$ cat config.mk
export PLATFORM = sky130hd
export DESIGN_NAME = swm_cell
export DESIGN_NICKNAME = d
export VERILOG_FILES = /design/src/rtl/sliding_window_minimum_assert.svh /design/src/rtl/swm_pkg.sv /design/src/rtl/swm_cell.sv
export SDC_FILE = /design/constraint.sdc
export NUM_CORES = 1
export LEC_CHECK = 0
export BUFFER_PORTS_ARGS = -buffer_cell sky130_fd_sc_hd__buf_2
export CAP_MARGIN = 25
export CORE_ASPECT_RATIO = 1.75
export CORE_MARGIN = 5
export CORE_UTILIZATION = 33
export CTS_CLUSTER_DIAMETER = 50
export DETAILED_ROUTE_END_ITERATION = 10
export PLACE_DENSITY = 0.67
export RECOVER_POWER = 25
export SYNTH_ARGS = -nofsm -noshare
export SYNTH_HDL_FRONTEND = slang
export SYNTH_SLANG_ARGS = --single-unit
$ cat constraint.sdc
create_clock -name clk -period 3.15 [get_ports clk]
set_clock_uncertainty 0.1 [all_clocks]
set_input_delay 0.4725 -clock clk [delete_from_list [all_inputs] [get_ports clk]]
set_output_delay 0.4725 -clock clk [all_outputs]
set_load 0.005 [all_outputs]
$ cat src/rtl/sliding_window_minimum_assert.svh
// assertion macros for the sliding window minimum block
// expects clk and arst_n in the scope of each use
`ifndef SLIDING_WINDOW_MINIMUM_ASSERT_SVH
`define SLIDING_WINDOW_MINIMUM_ASSERT_SVH

`ifndef SYNTHESIS

`define SWM_ASSERT_ALWAYS(lbl, cond) \
	lbl: assert property (@(posedge clk) disable iff (!arst_n) (cond)) \
		else $error("invariant violated");

`define SWM_ASSERT_NEXT(lbl, ante, cons) \
	lbl: assert property (@(posedge clk) disable iff (!arst_n) (ante) |=> (cons)) \
		else $error("next-cycle check failed");

`else

`define SWM_ASSERT_ALWAYS(lbl, cond)

`define SWM_ASSERT_NEXT(lbl, ante, cons)

`endif

`endif

$ cat src/rtl/swm_pkg.sv
// shared types, constants and helpers for the sliding window minimum block
// no dependencies
package swm_pkg;

	localparam int WINDOW_MAX = 64;
	localparam int SAMPLE_W   = 32;
	localparam int CFG_W      = 7;
	localparam int IDX_W      = (WINDOW_MAX > 1) ? $clog2(WINDOW_MAX) : 1;
	localparam int CNT_W      = $clog2(WINDOW_MAX + 1);

	typedef logic signed [SAMPLE_W-1:0] sample_t;
	typedef logic [CFG_W-1:0]           cfg_t;
	typedef logic [IDX_W-1:0]           tap_idx_t;
	typedef logic [CNT_W-1:0]           count_t;

	typedef struct packed {
		logic     valid;
		logic     last;
		tap_idx_t tap;
	} stage_ctrl_t;

	// index of the cell that holds the minimum over the effective window
	function automatic tap_idx_t window_tap(input cfg_t ws);
		tap_idx_t tap;
		if (ws == '0) begin
			tap = '0;
		end else if (int'(ws) > WINDOW_MAX) begin
			tap = tap_idx_t'(WINDOW_MAX - 1);
		end else begin
			tap = tap_idx_t'(ws - 1'b1);
		end
		return tap;
	endfunction

endpackage

$ cat src/rtl/swm_cell.sv
// one comparator cell: keeps the minimum of the newest samples up to its depth
// depends on swm_pkg
module swm_cell import swm_pkg::*; (
	input  logic    clk,
	input  logic    shift_en,
	input  sample_t new_sample,
	input  sample_t prev_min,
	output sample_t min_q
);

	always_ff @(posedge clk) begin
		if (shift_en) begin
			min_q <= (prev_min < new_sample) ? prev_min : new_sample;
		end
	end

endmodule

* After elaboration in Yosys (flattened, before gate mapping)
Cells that the tools add are included.
** Cells by class
- Divide/modulo/power cells :: 0
- Equality and inequality tests :: 0
- Add/subtract/negate cells :: 0
- Multiplexer cells :: 1
- Shift operators :: 0
- Reduce and logical (&&, ||, !) cells :: 0
- $mul :: 0
- Order comparisons :: 1
- Bitwise gates (word level) :: 0
** Operators with widths (count)
- less-than comparator 32 bit :: 1
- 2-to-1 mux 32 bit :: 1
** Storage, ports and cells
- Memories kept :: 0
- Output and inout port bits :: 32
- Bits in writable memories :: 0
- Bits in read-only memories :: 0
- Word-level logic and storage cells :: 3
- Bits of input ports :: 66
- Flip-flop bits (word level) :: 32
- Latch bits :: 0

* Logic depth before layout (Yosys ltp)
- Word-level depth :: 2
- Depth in mapped cells :: 9

* Worst setup path after synthesis
OpenSTA, ideal clock, no wires.
- Path kind :: input to register
- From :: input new_sample[30]
- To :: register min_q[10], data pin
- Cell stages on the path :: 9
- Buffers on the path :: 1
- Setup time :: 0.260 ns
- Arrival :: 2.337 ns
- Slack :: 0.453 ns
- Required time :: 2.790 ns
- Cells stage by stage :: inv_1 ha_1 nand4_1 nor3_1 a211oi_2 o22ai_1 a221oi_4 buf_6 mux2_4
** On the way
- Cells in the longest elaborated chain, start to end :: 2
** Ends and longest elaborated chain
- start: declaration :: RTL line swm_cell.sv:6 : input sample_t new_sample,
- less-than comparator 32 bit :: RTL line swm_cell.sv:13 : min_q <= (prev_min < new_sample) ? prev_min : new_sample;
- 2-to-1 mux 32 bit :: RTL line swm_cell.sv:13
- end signal: assignment :: RTL line swm_cell.sv:13
- end: declaration :: RTL line swm_cell.sv:8 : output sample_t min_q
No other way between the ends.
A chain may end at the register's enable or synchronous reset.

* Worst setup path in the final report
- From :: input new_sample[23]
- To :: register min_q[0], data pin
The elaborated chain is that of the path after synthesis.

==> reports/metrics.cfg <==
[cts]
cts_tree = yes
cts-root-buf = clkbuf_16
post_cts_resize_count = 0
clock_sinks = 32
cts_max_path_buffers = 2
postCtsSetupBuffers = 0
ctsHtreeMaxLevel = 2
cts-buffers-inserted = 5
cts.clk_slew.worst_paths_ns = 0.05
ctsHoldBuffers = 0

[yosys]
synth-seq-cells = 32
synth_nets = 276
ys_seq_area_share_pct = 42.2
yosys-top-cells-area = edfxtp_1, mux2_4, ha_1, inv_1, a21oi_1
yosysTopAreaCellShare_pct = 42.2
syn_area_mm2 = 0.00228
syn_inst = 179
syn_area_per_cell_um2 = 12.7
yosys.area.top_type = edfxtp_1
yosysUniqueCellTypes = 24
ys_warn_count = 0

[finish]
top_regs = min_q: 32 flops
layout-drive-gt1-share_pct = 48.9
largest_register_ffs = 32
syn_to_final_growth_pct = 31.4
largest_register = min_q
finalNetCount = 380
antenna_cells = 0
fin_area_mm2 = 0.00299
fin_util_pct = 44.0

[critical_path]
crit_start = new_sample[23]
worstPathArrival_ns = 2.83
crit_required_ns = 3.08
path_class = in -> reg
cp-end-kind = flip-flop
cp_max_fo = 12
startpoint_type = input pin

[run]
max_cap_viol_count = 1

[min_path]
hold_start = new_sample[18]
holdPathEnd = min_q[18]
hold_depth = 2
hp-class = in -> reg

[place]
hpwl_mm = 4.27
portBuffers = 97
place.gp.congestion = 0.779
place_area_mm2 = 0.00286

[grt]
overflow = 0
track_usage_pct = 11.8
grt_pass1_vias = 1733
grt_pass1_wl_mm = 7.73
grt_max_degree = 33
antenna_found_initial = 0

[power_and_ir_drop]
powerDensity_mw_per_mm2 = 459
power_switching_uw = 338
swShare_pct = 24.6
internal-power_mw = 1.04
max-vdd-ir-drop_mv = 0.193
combPwrFrac_pct = 27.3
seqPwrFrac_pct = 39.9
power.share.clock_pct = 32.8
p_leak_nw = 1.54

[timing]
fmax_mhz = 345
fin_crit_sh_pct = 92.1
max_slew_margin_pct = -16.5
drv_slew = 33
layout_min_cycle_time_ns = 2.90
fin_hold_ws_ns = 0.410
worstMarginPinSlew_ns = 1.75
grt_setup_unrepaired = false
setup_violations = 0
final.setup.tns_ns = 0
finalHoldViolCount = 0

[routing]
viasPerCell = 4.65
drc = 0
first_pass_iters = 4
drtIter0Drc = 41
antenna_left = 0
routedWlPerCell_um = 13.8
wirelength_mm = 5.07
vias = 1713

[die]
rows = 40
die_h_um = 120
die-area_mm2 = 0.00873
core-area_mm2 = 0.00681
start_util_pct = 33.5
die_w_um = 72.8
pin_count = 98

[outcome]
outcome = finished, violations left
failed_checks = max-capacitance violations, max-slew violations

[critical path, cell delays in order]
cell and delay (ns):
buf_2 0.09, inv_1 0.04, ha_1 0.32, a21oi_1 0.15
o21ai_0 0.12, a221oi_1 0.50, o22ai_1 0.20, a221oi_4 0.26
buf_4 0.30, mux2_2 0.36
[synth_stat cells]
master / instances
a211o_1: 1
o41ai_2: 1
o21ai_0: 5
nand4_1: 6
mux2_2: 2
a221oi_4: 1
edfxtp_1: 32
a221oi_1: 1
ha_1: 31
nand2_1: 6
o311a_1: 1
buf_6: 3
a31oi_1: 1
mux2_4: 30
nor3_1: 1
a21oi_1: 14
nand3_1: 3
inv_1: 33
nand2b_1: 1
a21o_1: 1
o22ai_1: 1
a211oi_2: 1
nor4_1: 1
nor2_1: 2
[cells by family (layout without fill, tap and decap cells)]
logic type / count (synthesis) / in the layout / share of synthesized area [%]
AOI/OAI and AO/OA: 28 / 28 / 8.68
DFF: 32 / 32 / 42.2
muxes: 32 / 32 / 20.8
adders and majority gates: 31 / 31 / 17.0
buffers and inverters: 36 / 141 / 6.92
and+or+nand+nor: 20 / 20 / 4.40
[cell type report]
cell class,instances,area [um^2]
fillers,682,3810
clock buffers,7,133
inverters,33,124
repair buffers,100,507
well taps,84,105
multi-input cells,111,1160
flip-flops and latches,32,961
clock inverters,1,3.75
[how the worst max path moves through the flow]
stage                           end  slack, ns  depth (start not counted)
final                      min_q[0]       0.25                         10
after global routing       min_q[0]       0.11                         10
after CTS                  min_q[0]       0.21                         10
after detailed placement   min_q[0]      -0.09                         10
after global placement     min_q[0]       0.06                         10
after floorplan           min_q[10]       0.45                          9
[power by group through the flow]
stage | Clock [mW] | Sequential, mW | Combinational [mW]
4_1_cts | 0.466 | 0.550 | 0.383
5_1_grt | 0.488 | 0.552 | 0.414
3_5_place_dp | 0 | 0.558 | 0.382
6_report | 0.451 | 0.549 | 0.375
3_3_place_gp | 0 | 0.555 | 0.374
2_1_floorplan | 0 | 0.565 | 0.229
[cell usage in the layout (no fill, tap or decap), drive strengths merged, types with 2 or more instances in the layout]
| master | synthesis | routed |
|---|---|---|
| clkbuf | 0 | 8 |
| nor2 | 2 | 2 |
| a21oi | 14 | 14 |
| edfxtp | 32 | 32 |
| a221oi | 2 | 2 |
| nand2 | 6 | 6 |
| buf | 3 | 99 |
| nand4 | 6 | 6 |
| ha | 31 | 31 |
| mux2 | 32 | 32 |
| nand3 | 3 | 3 |
| o21ai | 5 | 5 |
| inv | 33 | 33 |
[layer usage]
layer  up-vias  part of all wire [%]  GRT usage (%)  wire, um
li1        867                     -              -         -
met1       782                    35           11.1      1790
met2        56                    56           22.3      2810
met3         8                   7.0           2.85       353
met4         0                   2.1           6.00       107
met5         -                     0              0         0
[through the flow]
stage / power [mW] / cells / setup WS (ns)
6_report: 1.37 / 368 / 0.250
5_1_grt: 1.45 / 368 / 0.112
4_1_cts: 1.40 / 368 / 0.211
3_5_place_dp: 0.940 / 360 / -0.0944
3_3_place_gp: 0.929 / 360 / 0.0615
2_1_floorplan: 0.795 / 179 / 0.453
No activity file was read; power rests on OpenSTA's default activity.
